## src/rtl/core/lmb_pkg.sv

```systemverilog
// Shared widths, register codes, colour type and constants of the bifurcation plotter.
package lmb_pkg;

  localparam int unsigned PixW   = 12;  // column and row fields
  localparam int unsigned CfgW   = 13;  // widest configuration register
  localparam int unsigned CntCfgW = 8;  // iteration count register
  localparam int unsigned AddrW  = 2;   // configuration register index
  localparam int unsigned ColW   = 8;   // one colour channel

  typedef enum logic [AddrW-1:0] {
    REG_WIDTH  = 2'd0,
    REG_HEIGHT = 2'd1,
    REG_COUNT  = 2'd2
  } reg_idx_e;

  typedef struct packed {
    logic [ColW-1:0] red;
    logic [ColW-1:0] green;
    logic [ColW-1:0] blue;
  } rgb_t;

  localparam logic [ColW-1:0] HueLow  = 8'd129;
  localparam logic [ColW-1:0] HueHigh = 8'd255;
  localparam logic [ColW-1:0] RedRst  = 8'd255;
  localparam logic [ColW-1:0] GrnRst  = 8'd129;
  localparam logic [ColW-1:0] BluRst  = 8'd130;

  localparam logic [CfgW-1:0]    WidthRst  = 13'd1024;
  localparam logic [CfgW-1:0]    HeightRst = 13'd1024;
  localparam logic [CntCfgW-1:0] CountRst  = 8'd128;

endpackage

```

## src/rtl/core/lmb_mul.sv

```systemverilog
// Shared multiplier with registered product.
module lmb_mul #(
  parameter int unsigned Width = 32
) (
  input  logic               clk_i,
  input  logic [Width-1:0]   a_i,
  input  logic [Width-1:0]   b_i,
  output logic [2*Width-1:0] prod_o
);

  logic [2*Width-1:0] prod_q;

  always_ff @(posedge clk_i) begin
    prod_q <= a_i * b_i;
  end

  assign prod_o = prod_q;

endmodule

```

## src/rtl/core/lmb_div.sv

```systemverilog
// Restoring divider, one quotient bit per cycle, saturating when the quotient overflows.
module lmb_div #(
  parameter int unsigned QuotW = 32,
  parameter int unsigned DivW  = 13
) (
  input  logic             clk_i,
  input  logic             rst_ni,
  input  logic             start_i,
  input  logic [DivW-1:0]  dividend_i,
  input  logic [DivW-1:0]  divisor_i,
  output logic             done_o,
  output logic [QuotW-1:0] quot_o
);

  localparam int unsigned CntW = $clog2(QuotW);

  logic             busy_q, sat_q, done_q;
  logic [CntW-1:0]  cnt_q;
  logic [DivW-1:0]  rem_q, divisor_q;
  logic [QuotW-1:0] quot_q;
  logic [DivW:0]    rem2;
  logic             ge;
  logic [DivW:0]    rem_next;

  assign rem2     = {rem_q, 1'b0};
  assign ge       = rem2 >= {1'b0, divisor_q};
  assign rem_next = ge ? (rem2 - {1'b0, divisor_q}) : rem2;

  always_ff @(posedge clk_i or negedge rst_ni) begin
    if (!rst_ni) begin
      busy_q <= 1'b0;
      done_q <= 1'b0;
      sat_q  <= 1'b0;
      cnt_q  <= '0;
    end else begin
      done_q <= 1'b0;
      if (start_i) begin
        busy_q <= 1'b1;
        sat_q  <= dividend_i >= divisor_i;
        cnt_q  <= '0;
      end else if (busy_q) begin
        if (sat_q || cnt_q == CntW'(QuotW - 1)) begin
          busy_q <= 1'b0;
          done_q <= 1'b1;
        end
        cnt_q <= cnt_q + 1'b1;
      end
    end
  end

  // Payload: remainder and quotient shift register
  always_ff @(posedge clk_i) begin
    if (start_i) begin
      rem_q     <= dividend_i;
      divisor_q <= divisor_i;
    end else if (busy_q) begin
      if (sat_q) begin
        quot_q <= '1;
      end else begin
        rem_q  <= rem_next[DivW-1:0];
        quot_q <= {quot_q[QuotW-2:0], ge};
      end
    end
  end

  assign done_o = done_q;
  assign quot_o = quot_q;

endmodule

```

## src/rtl/core/lmb_hue.sv

```systemverilog
// Six-phase rainbow colour machine, one step per column.
module lmb_hue import lmb_pkg::*; (
  input  logic clk_i,
  input  logic rst_ni,
  input  logic advance_i,
  output rgb_t colour_o
);

  typedef enum logic [2:0] {
    PH_BLUE_UP    = 3'd0,
    PH_RED_DOWN   = 3'd1,
    PH_GREEN_UP   = 3'd2,
    PH_BLUE_DOWN  = 3'd3,
    PH_RED_UP     = 3'd4,
    PH_GREEN_DOWN = 3'd5
  } hue_phase_e;

  hue_phase_e      phase_q, phase_d;
  logic [ColW-1:0] r_q, g_q, b_q;
  logic [ColW-1:0] r_d, g_d, b_d;
  logic            corner;

  assign corner = (r_q == HueHigh && g_q == b_q) || (r_q == b_q && g_q == HueLow) ||
                  (r_q == g_q && b_q == HueHigh) || (r_q == HueLow && g_q == b_q) ||
                  (r_q == b_q && g_q == HueHigh) || (r_q == g_q && b_q == HueLow);

  always_comb begin
    phase_d = phase_q;
    if (corner) begin
      case (phase_q)
        PH_BLUE_UP:   phase_d = PH_RED_DOWN;
        PH_RED_DOWN:  phase_d = PH_GREEN_UP;
        PH_GREEN_UP:  phase_d = PH_BLUE_DOWN;
        PH_BLUE_DOWN: phase_d = PH_RED_UP;
        PH_RED_UP:    phase_d = PH_GREEN_DOWN;
        default:      phase_d = PH_BLUE_UP;
      endcase
    end
    r_d = r_q;
    g_d = g_q;
    b_d = b_q;
    case (phase_d)
      PH_BLUE_UP:   b_d = b_q + 1'b1;
      PH_RED_DOWN:  r_d = r_q - 1'b1;
      PH_GREEN_UP:  g_d = g_q + 1'b1;
      PH_BLUE_DOWN: b_d = b_q - 1'b1;
      PH_RED_UP:    r_d = r_q + 1'b1;
      default:      g_d = g_q - 1'b1;
    endcase
  end

  always_ff @(posedge clk_i or negedge rst_ni) begin
    if (!rst_ni) begin
      phase_q <= PH_BLUE_UP;
      r_q     <= RedRst;
      g_q     <= GrnRst;
      b_q     <= BluRst;
    end else if (advance_i) begin
      phase_q <= phase_d;
      r_q     <= r_d;
      g_q     <= g_d;
      b_q     <= b_d;
    end
  end

  assign colour_o = '{red: r_q, green: g_q, blue: b_q};

endmodule

```

## src/rtl/core/logistic_map_bifurcation_plotter.sv

```systemverilog
// Top level of the logistic map bifurcation plotter: sequencer, orbit state and output word.
//
// One input word carries a column index. The block steps its rainbow colour, derives the
// growth rate k = 4*column/(width-1) in Q2.(F-1) with a one-bit-per-cycle divider (saturating
// just below 4 for columns at or past width-1), restarts the orbit at 0.785 and runs
// x = k*x*(1-x) for the configured count on a single shared registered multiplier. Each
// iteration forms x*(1-x), then k*p; iterations past half the count also form the row
// product height*x and may emit a pixel word. One point is held back so the final point of
// a column can carry last_point; rows at or beyond the height are dropped. The input is
// ready only between columns; the output word is registered, so a new column can be taken
// while the last word of the previous one still waits. Configuration writes take effect at
// once and must only happen while the block is idle.
module logistic_map_bifurcation_plotter import lmb_pkg::*; #(
  parameter int unsigned MAX_ITERATIONS = 128,
  parameter int unsigned FRACTION_BITS  = 31,
  parameter int unsigned MAX_SIDE       = 4096
) (
  input  logic                clk_i,
  input  logic                rst_ni,
  // configuration
  input  logic                cfg_we_i,
  input  logic [AddrW-1:0]    cfg_addr_i,
  input  logic [CfgW-1:0]     cfg_wdata_i,
  // column input
  input  logic                in_valid_i,
  output logic                in_ready_o,
  input  logic [PixW-1:0]     column_i,
  // pixel output
  output logic                out_valid_o,
  input  logic                out_ready_i,
  output logic [PixW-1:0]     pixel_x_o,
  output logic [PixW-1:0]     pixel_y_o,
  output logic [ColW-1:0]     red_o,
  output logic [ColW-1:0]     green_o,
  output logic [ColW-1:0]     blue_o,
  output logic                last_point_o
);

  localparam int unsigned F    = FRACTION_BITS;
  localparam int unsigned MW   = F + 1;             // multiplier operand width, also k width
  localparam int unsigned PW   = 2 * MW;
  localparam int unsigned CntW = $clog2(MAX_ITERATIONS + 1);
  localparam logic [63:0] X0Wide = ((64'd785 << FRACTION_BITS) + 64'd500) / 64'd1000;
  localparam logic [F-1:0] X0   = X0Wide[F-1:0];

  typedef enum logic [2:0] {
    S_IDLE, S_DIV, S_P, S_Q, S_X, S_ROW, S_END
  } state_e;

  // configuration registers
  logic [CfgW-1:0]    width_q, height_q;
  logic [CntCfgW-1:0] count_q;

  always_ff @(posedge clk_i or negedge rst_ni) begin
    if (!rst_ni) begin
      width_q  <= WidthRst;
      height_q <= HeightRst;
      count_q  <= CountRst;
    end else if (cfg_we_i) begin
      case (reg_idx_e'(cfg_addr_i))
        REG_WIDTH:  width_q  <= cfg_wdata_i;
        REG_HEIGHT: height_q <= cfg_wdata_i;
        REG_COUNT:  count_q  <= cfg_wdata_i[CntCfgW-1:0];
        default: ;
      endcase
    end
  end

  // clamp the registers into the supported range
  logic [CfgW-1:0] width_eff, height_eff, divisor;
  logic [CntW-1:0] count_eff;

  always_comb begin
    width_eff = width_q;
    if (width_q < CfgW'(2))        width_eff = CfgW'(2);
    if (width_q > CfgW'(MAX_SIDE)) width_eff = CfgW'(MAX_SIDE);
    height_eff = (height_q > CfgW'(MAX_SIDE)) ? CfgW'(MAX_SIDE) : height_q;
    count_eff  = (count_q > CntCfgW'(MAX_ITERATIONS)) ? CntW'(MAX_ITERATIONS)
                                                        : CntW'(count_q);
  end

  assign divisor = width_eff - 1'b1;

  state_e          state_q;
  logic            in_acc;
  logic [PixW-1:0] column_q;
  logic [MW-1:0]   k_q;
  logic [F-1:0]    x_q;
  logic [CntW-1:0] iter_q;
  logic            held_v_q;
  logic [PixW-1:0] held_row_q;
  logic            out_valid_q, last_q;
  logic [PixW-1:0] px_q, py_q;
  rgb_t            col_out_q;

  assign in_ready_o = state_q == S_IDLE;
  assign in_acc     = in_valid_i && in_ready_o;

  // colour machine
  rgb_t colour;

  lmb_hue u_hue (
    .clk_i     (clk_i),
    .rst_ni    (rst_ni),
    .advance_i (in_acc),
    .colour_o  (colour)
  );

  // growth rate divider: k = column * 2^(F+1) / (width-1)
  logic          div_done;
  logic [MW-1:0] div_quot;

  lmb_div #(.QuotW(MW), .DivW(CfgW)) u_div (
    .clk_i      (clk_i),
    .rst_ni     (rst_ni),
    .start_i    (in_acc),
    .dividend_i (CfgW'(column_i)),
    .divisor_i  (divisor),
    .done_o     (div_done),
    .quot_o     (div_quot)
  );

  // shared multiplier and its operand select
  logic [MW-1:0] mul_a, mul_b;
  logic [PW-1:0] prod;
  logic [MW-1:0] one_minus_x;
  logic [F-1:0]  p_val, x_new;
  logic [CfgW-1:0] row;

  lmb_mul #(.Width(MW)) u_mul (
    .clk_i  (clk_i),
    .a_i    (mul_a),
    .b_i    (mul_b),
    .prod_o (prod)
  );

  assign one_minus_x = {1'b1, {F{1'b0}}} - {1'b0, x_q};
  assign p_val       = prod[2*F-1:F];
  // x = k*p >> (F-1), clamped below one
  assign x_new       = (prod[PW-1:2*F-1] != '0) ? {F{1'b1}} : prod[2*F-2:F-1];
  assign row         = prod[F+CfgW-1:F];

  always_comb begin
    mul_a = '0;
    mul_b = '0;
    case (state_q)
      S_P: begin
        mul_a = {1'b0, x_q};
        mul_b = one_minus_x;
      end
      S_Q: begin
        mul_a = k_q;
        mul_b = {1'b0, p_val};
      end
      S_X: begin
        mul_a = MW'(height_eff);
        mul_b = {1'b0, x_new};
      end
      S_ROW: begin
        // hold the row product while the output is stalled
        mul_a = MW'(height_eff);
        mul_b = {1'b0, x_q};
      end
      default: ;
    endcase
  end

  logic out_free, plot_iter, last_iter, row_hit, emit;

  assign out_free  = !out_valid_q || out_ready_i;
  assign plot_iter = iter_q > (count_eff >> 1);
  assign last_iter = (iter_q + CntW'(1)) == count_eff;
  assign row_hit   = row < height_eff;
  // a held point leaves for the output register this cycle
  assign emit      = held_v_q && out_free &&
                     ((state_q == S_ROW && row_hit) || state_q == S_END);

  // sequencer, orbit registers, held point and output word
  always_ff @(posedge clk_i or negedge rst_ni) begin
    if (!rst_ni) begin
      state_q     <= S_IDLE;
      held_v_q    <= 1'b0;
      out_valid_q <= 1'b0;
      iter_q      <= '0;
      k_q         <= '0;
      x_q         <= '0;
      column_q    <= '0;
      held_row_q  <= '0;
      px_q        <= '0;
      py_q        <= '0;
      col_out_q   <= '0;
      last_q      <= 1'b0;
    end else begin
      if (out_ready_i && !emit) begin
        out_valid_q <= 1'b0;
      end
      case (state_q)
        S_IDLE: begin
          if (in_acc) begin
            column_q <= column_i;
            held_v_q <= 1'b0;
            state_q  <= S_DIV;
          end
        end
        S_DIV: begin
          if (div_done) begin
            k_q    <= div_quot;
            x_q    <= X0;
            iter_q <= '0;
            state_q <= (count_eff == '0) ? S_IDLE : S_P;
          end
        end
        S_P: begin
          state_q <= S_Q;
        end
        S_Q: begin
          state_q <= S_X;
        end
        S_X: begin
          x_q <= x_new;
          if (plot_iter) begin
            state_q <= S_ROW;
          end else begin
            iter_q  <= iter_q + 1'b1;
            state_q <= last_iter ? S_END : S_P;
          end
        end
        S_ROW: begin
          if (!row_hit || !held_v_q || out_free) begin
            if (row_hit) begin
              // push the previously held point out, hold the new one
              if (held_v_q) begin
                out_valid_q <= 1'b1;
                px_q        <= column_q;
                py_q        <= held_row_q;
                col_out_q   <= colour;
                last_q      <= 1'b0;
              end
              held_v_q   <= 1'b1;
              held_row_q <= row[PixW-1:0];
            end
            iter_q  <= iter_q + 1'b1;
            state_q <= last_iter ? S_END : S_P;
          end
        end
        S_END: begin
          if (!held_v_q) begin
            state_q <= S_IDLE;
          end else if (out_free) begin
            out_valid_q <= 1'b1;
            px_q        <= column_q;
            py_q        <= held_row_q;
            col_out_q   <= colour;
            last_q      <= 1'b1;
            held_v_q    <= 1'b0;
            state_q     <= S_IDLE;
          end
        end
        default: state_q <= S_IDLE;
      endcase
    end
  end

  assign out_valid_o  = out_valid_q;
  assign pixel_x_o    = px_q;
  assign pixel_y_o    = py_q;
  assign red_o        = col_out_q.red;
  assign green_o      = col_out_q.green;
  assign blue_o       = col_out_q.blue;
  assign last_point_o = last_q;

endmodule

```

## config.mk

```make
export PLATFORM = sky130hd
export DESIGN_NAME = logistic_map_bifurcation_plotter
export DESIGN_NICKNAME = d
export VERILOG_FILES = /design/src/rtl/core/lmb_pkg.sv /design/src/rtl/core/lmb_mul.sv /design/src/rtl/core/lmb_div.sv /design/src/rtl/core/lmb_hue.sv /design/src/rtl/core/logistic_map_bifurcation_plotter.sv
export SDC_FILE = /design/constraint.sdc
export NUM_CORES = 2
export LEC_CHECK = 0
export BUFFER_PORTS_ARGS = -buffer_cell sky130_fd_sc_hd__buf_2
export CORE_ASPECT_RATIO = 1.5
export CORE_MARGIN = 1.5
export CORE_UTILIZATION = 55
export DETAILED_ROUTE_END_ITERATION = 8
export PLACE_DENSITY = 0.74
export SLEW_MARGIN = 20
export SYNTH_ARGS = -nofsm -noshare
export SYNTH_HDL_FRONTEND = slang
export SYNTH_SLANG_ARGS = --single-unit
```

## constraint.sdc

```tcl
create_clock -name clk_i -period 8.5 [get_ports clk_i]
set_clock_uncertainty 0.05 [all_clocks]
set_input_delay 1.7 -clock clk_i [delete_from_list [all_inputs] [get_ports clk_i]]
set_output_delay 1.7 -clock clk_i [all_outputs]
set_load 0.1 [all_outputs]
```

==> flow_summary.html <==
<table>
<tr><th>Metric</th><th>Value</th></tr>
<tr><th colspan="2">Run status</th></tr>
<tr><td>Status</td><td>complete, but fails checks</td></tr>
<tr><td>Violated checks</td><td>negative setup slack</td></tr>
<tr><th colspan="2">Timing</th></tr>
<tr><td>Relative slew slack</td><td>0.2525</td></tr>
<tr><td>Setup repair after global routing missed its margin</td><td>yes</td></tr>
<tr><td>Highest attainable clock frequency</td><td>between 90 and 100 MHz</td></tr>
<tr><td>Number of endpoints failing setup at the final stage</td><td>34</td></tr>
<tr><td>Max-slew violations</td><td>0</td></tr>
<tr><td>Worst Setup Slack, final</td><td>-1.577 ns</td></tr>
<tr><td>Min Clock Period, post-route</td><td>10.08 ns</td></tr>
<tr><td>Part of the cycle the worst path needs</td><td>1.186</td></tr>
<tr><td>Sum of negative setup slack</td><td>-33.39 ns</td></tr>
<tr><td>Final hold vios</td><td>0</td></tr>
<tr><td>Transition time at the pin with the least slew margin</td><td>1.116 ns</td></tr>
<tr><th colspan="2">Critical path</th></tr>
<tr><td>CP Max Fanout</td><td>5</td></tr>
<tr><td>Type of origin of the critical path</td><td>flop</td></tr>
<tr><td>Worst-path cell with the longest stage delay</td><td>sky130_fd_sc_hd__fa_1</td></tr>
<tr><td>Biggest cell delay along the critical path</td><td>about 0.63 ns</td></tr>
<tr><td>Data arrival, critical path</td><td>between 10 and 15 ns</td></tr>
<tr><td>Reg2Reg Setup Slack</td><td>-1.58 ns</td></tr>
<tr><td>Critical path type</td><td>flop to flop</td></tr>
<tr><td>Critical Path Sink Type</td><td>flop</td></tr>
<tr><td>Most numerous cell on the critical path</td><td>sky130_fd_sc_hd__fa_1</td></tr>
<tr><td>Worst R2R Path Depth</td><td>39</td></tr>
<tr><td>Required time worst endpoint</td><td>8.89 ns</td></tr>
<tr><th colspan="2">Layout</th></tr>
<tr><td>Final Util</td><td>0.6870</td></tr>
<tr><td>Net total in the final layout</td><td>between 7k and 8k</td></tr>
<tr><td>Most common library cell in the layout ignoring fill and taps</td><td>sky130_fd_sc_hd__inv_1</td></tr>
<tr><td>Fraction of final layout cells with drive strength greater than 1</td><td>0.2423</td></tr>
<tr><td>Area added between synthesis and finish</td><td>23.68%</td></tr>
<tr><td>Final std cell area, no fill</td><td>0.06025 mm2</td></tr>
<tr><td>Commonest cells after routing, fill and taps aside</td><td>sky130_fd_sc_hd__inv_1, sky130_fd_sc_hd__fa_1, sky130_fd_sc_hd__buf_4</td></tr>
<tr><th colspan="2">Floorplanning</th></tr>
<tr><td>Die Span X</td><td>246.0 um</td></tr>
<tr><td>Boundary Pins</td><td>83</td></tr>
<tr><td>Number of cell rows</td><td>about 130</td></tr>
<tr><td>Placeable Area</td><td>0.08770 mm2</td></tr>
<tr><td>Die outline height</td><td>367.5 um</td></tr>
<tr><td>Total Die Area</td><td>around 0.090 mm2</td></tr>
<tr><td>Initial standard-cell utilization of the core</td><td>0.5555</td></tr>
<tr><th colspan="2">Routing</th></tr>
<tr><td>Top layer used by detailed routing</td><td>met5</td></tr>
<tr><td>Number of DRC markers in iteration 0</td><td>2,985</td></tr>
<tr><td>Met1 wire length</td><td>a little under 60,000 um</td></tr>
<tr><td>Met2 WL</td><td>92,360 um</td></tr>
<tr><td>Per-cell via count in the routed design</td><td>5.833</td></tr>
<tr><td>Number of remaining DRC errors</td><td>0</td></tr>
<tr><td>Total detailed-routing wirelength</td><td>190,300 um</td></tr>
<tr><td>Total vias in the final route</td><td>42.35k</td></tr>
<tr><td>Average wire per standard cell</td><td>26.21 um</td></tr>
<tr><td>Routed length on met3</td><td>14,760 um</td></tr>
<tr><td>Number of nets with antenna violations after detailed routing</td><td>0</td></tr>
<tr><td>Detailed-router iteration count before antenna repair</td><td>6</td></tr>
<tr><th colspan="2">Synth</th></tr>
<tr><td>Seq/Total Area, Yosys</td><td>0.1619</td></tr>
<tr><td>Number of enable flip-flop cells after synthesis</td><td>57</td></tr>
<tr><td>Total number of yosys warnings</td><td>0</td></tr>
<tr><td>Multiplexer area fraction after synthesis</td><td>0.03835</td></tr>
<tr><td>Count of unique library cells instantiated by Yosys</td><td>95</td></tr>
<tr><td>Yosys top cell by area</td><td>sky130_fd_sc_hd__fa_1</td></tr>
<tr><td>Gate Count Post-Synth</td><td>5,328</td></tr>
<tr><td>Dominant combinational cell family by area after synthesis</td><td>adder cells</td></tr>
<tr><td>Avg Inst Size Synth</td><td>9.143 um2</td></tr>
<tr><td>Async S/R FF share, synth</td><td>0.7032</td></tr>
<tr><td>Dominant synthesized flop cell</td><td>sky130_fd_sc_hd__dfrtp_1</td></tr>
<tr><td>Portion of synthesized cell area occupied by the leading cell type</td><td>0.3695</td></tr>
<tr><td>Complex-gate fraction of the synthesized area</td><td>0.07354</td></tr>
<tr><td>Simple-gate portion of the synthesized area</td><td>0.1469</td></tr>
<tr><td>Post-synthesis xor/xnor area fraction</td><td>0.02265</td></tr>
<tr><td>Summed instance area of the synthesized netlist</td><td>0.04871 mm2</td></tr>
<tr><td>Leading post-synthesis cells by cell area</td><td>sky130_fd_sc_hd__fa_1, sky130_fd_sc_hd__dfrtp_1, sky130_fd_sc_hd__ha_1</td></tr>
<tr><td>Adder-cell share of the synthesized area</td><td>0.4534</td></tr>
<tr><td>Number of synthesized register bits</td><td>310</td></tr>
<tr><th colspan="2">Clock network</th></tr>
<tr><td>CTS tree</td><td>yes</td></tr>
<tr><td>Clock transition at the registers of the reported paths</td><td>0.09 ns</td></tr>
<tr><td>Number of buffers inserted for hold repair after clock tree synthesis</td><td>0</td></tr>
<tr><td>Number of clock sinks</td><td>310</td></tr>
<tr><td>Clock root cell</td><td>sky130_fd_sc_hd__clkbuf_16</td></tr>
<tr><td>H-tree depth</td><td>1</td></tr>
<tr><td>Buffer depth of the longest clock path</td><td>3</td></tr>
<tr><td>Number of buffers created by CTS</td><td>25</td></tr>
<tr><td>Clock latency reported for the late side of the worst-skew pair</td><td>0.59 ns</td></tr>
<tr><th colspan="2">Placement</th></tr>
<tr><td>Total cell area at the placement stage</td><td>0.05705 mm2</td></tr>
<tr><td>RePlAce Congestion</td><td>between 1 and 1.5</td></tr>
<tr><td>Sum of net half-perimeters after detailed placement</td><td>157,700 um</td></tr>
<tr><td>Count of port buffers added during placement</td><td>82</td></tr>
<tr><td>Post-placement setup slack</td><td>-2.422 ns</td></tr>
<tr><th colspan="2">GRT</th></tr>
<tr><td>Global-route wire length before repair</td><td>about 280,000 um</td></tr>
<tr><td>Antenna violations before repair</td><td>8</td></tr>
<tr><td>Grt ovf</td><td>0</td></tr>
<tr><td>Largest net degree at the start of global routing</td><td>between 100 and 150</td></tr>
<tr><td>Vias in the first global route</td><td>~46k</td></tr>
<tr><td>Total Routing Usage GR</td><td>0.4312</td></tr>
<tr><th colspan="2">Hold path</th></tr>
<tr><td>Hold depth</td><td>2</td></tr>
<tr><td>HP Class</td><td>flop to flop</td></tr>
<tr><th colspan="2">Run</th></tr>
<tr><td>Maxcap violations</td><td>0</td></tr>
</table>
==> flip-flops by register name, indices dropped and copies added, names as in the netlist, 12 cells and up <==
name / count
column_q: 12
height_q: 13
held_row_q: 12
k_q: 32
pixel_x_o: 12
pixel_y_o: 12
u_div.divisor_q: 13
u_div.quot_o: 32
u_div.rem_q: 13
u_mul.prod_o: 34
width_q: 13
x_q: 31
==> through the flow <==
stage,std cells,hold slack (ns)
final,7261,0.4267
after global routing,7256,0.4434
after detailed placement,7126,0.4082
after floorplan,5358,0.3901
after CTS,7220,0.4252
after global placement,7126,0.4035
==> path summary, 6_finish.rpt <==
kind	start	end
min	column_q[3]	column_q[3]
min reg2reg	column_q[3]	column_q[3]
max reg2reg	x_q[0]	u_mul.prod_o[58]
min in group asynchronous	rst_ni	column_q[9]
max in group asynchronous	rst_ni	red_o[7]
max	x_q[0]	u_mul.prod_o[58]
==> logic make-up (layout without fill, tap and decap cells) <==
family                   after synthesis  in the layout
AND/OR/NAND/NOR                     1662           1662
buffers and inverters               1318           2069
adder cells (fa/ha/maj)             1226           1226
AO/OA/AOI/OAI                        519            519
flip-flops                           310            310
multiplexers                         165            165
XOR/XNOR                             126            126
other                                  2             37
==> cell usage after synthesis (all sizes together), types with 37 or more instances <==
cell type  instances
a21o              56
a21oi            127
and2              54
buf               40
clkbuf           230
dfrtp            203
edfxtp            57
fa               899
ha               327
inv             1047
mux2             153
nand2            683
nand3             37
nor2             628
nor3              38
o21ai             99
or2               37
xnor2             64
xor2              62
==> final cells by class <==
| type | instances | area [um2] |
|---|---|---|
| multi-input combinational | 3730 | 37520 |
| fill | 6842 | 27450 |
| timing repair buffer | 975 | 8598 |
| sequential | 310 | 7888 |
| inverter | 1048 | 3938 |
| tap | 1147 | 1435 |
| clock buffer | 31 | 658.1 |
| clock inverter | 15 | 202.7 |
| antenna | 5 | 12.51 |
==> worst max-delay path: cells and delay by family (launching register included) <==
| kind | cells | cell delay, ns |
|---|---|---|
| AOI/OAI and AO/OA | 10 | 2.30 |
| xor gates and xnor gates | 1 | 0.15 |
| adders and majority gates | 9 | 4.36 |
| buffers and inverters | 11 | 1.44 |
| DFF | 1 | 0.41 |
| muxes | 1 | 0.14 |
| and+or+nand+nor | 7 | 1.09 |
==> metal layers <==
layer	vias up	track usage
met4	6	0.4344
li1	17900	-
met2	2324	0.7295
met5	-	0
met3	1029	0.08703
met1	21090	0.4290
==> repair_timing <==
action,4_1_cts,5_1_grt
endpoints found under the setup margin,34,34
resized for setup,232,126
gates cloned,1,1
pin swaps,136,98
buffers inserted,59,38
Power is not shown: default switching activity piles up to over one toggle a cycle in this logic, so the estimate is an artifact.
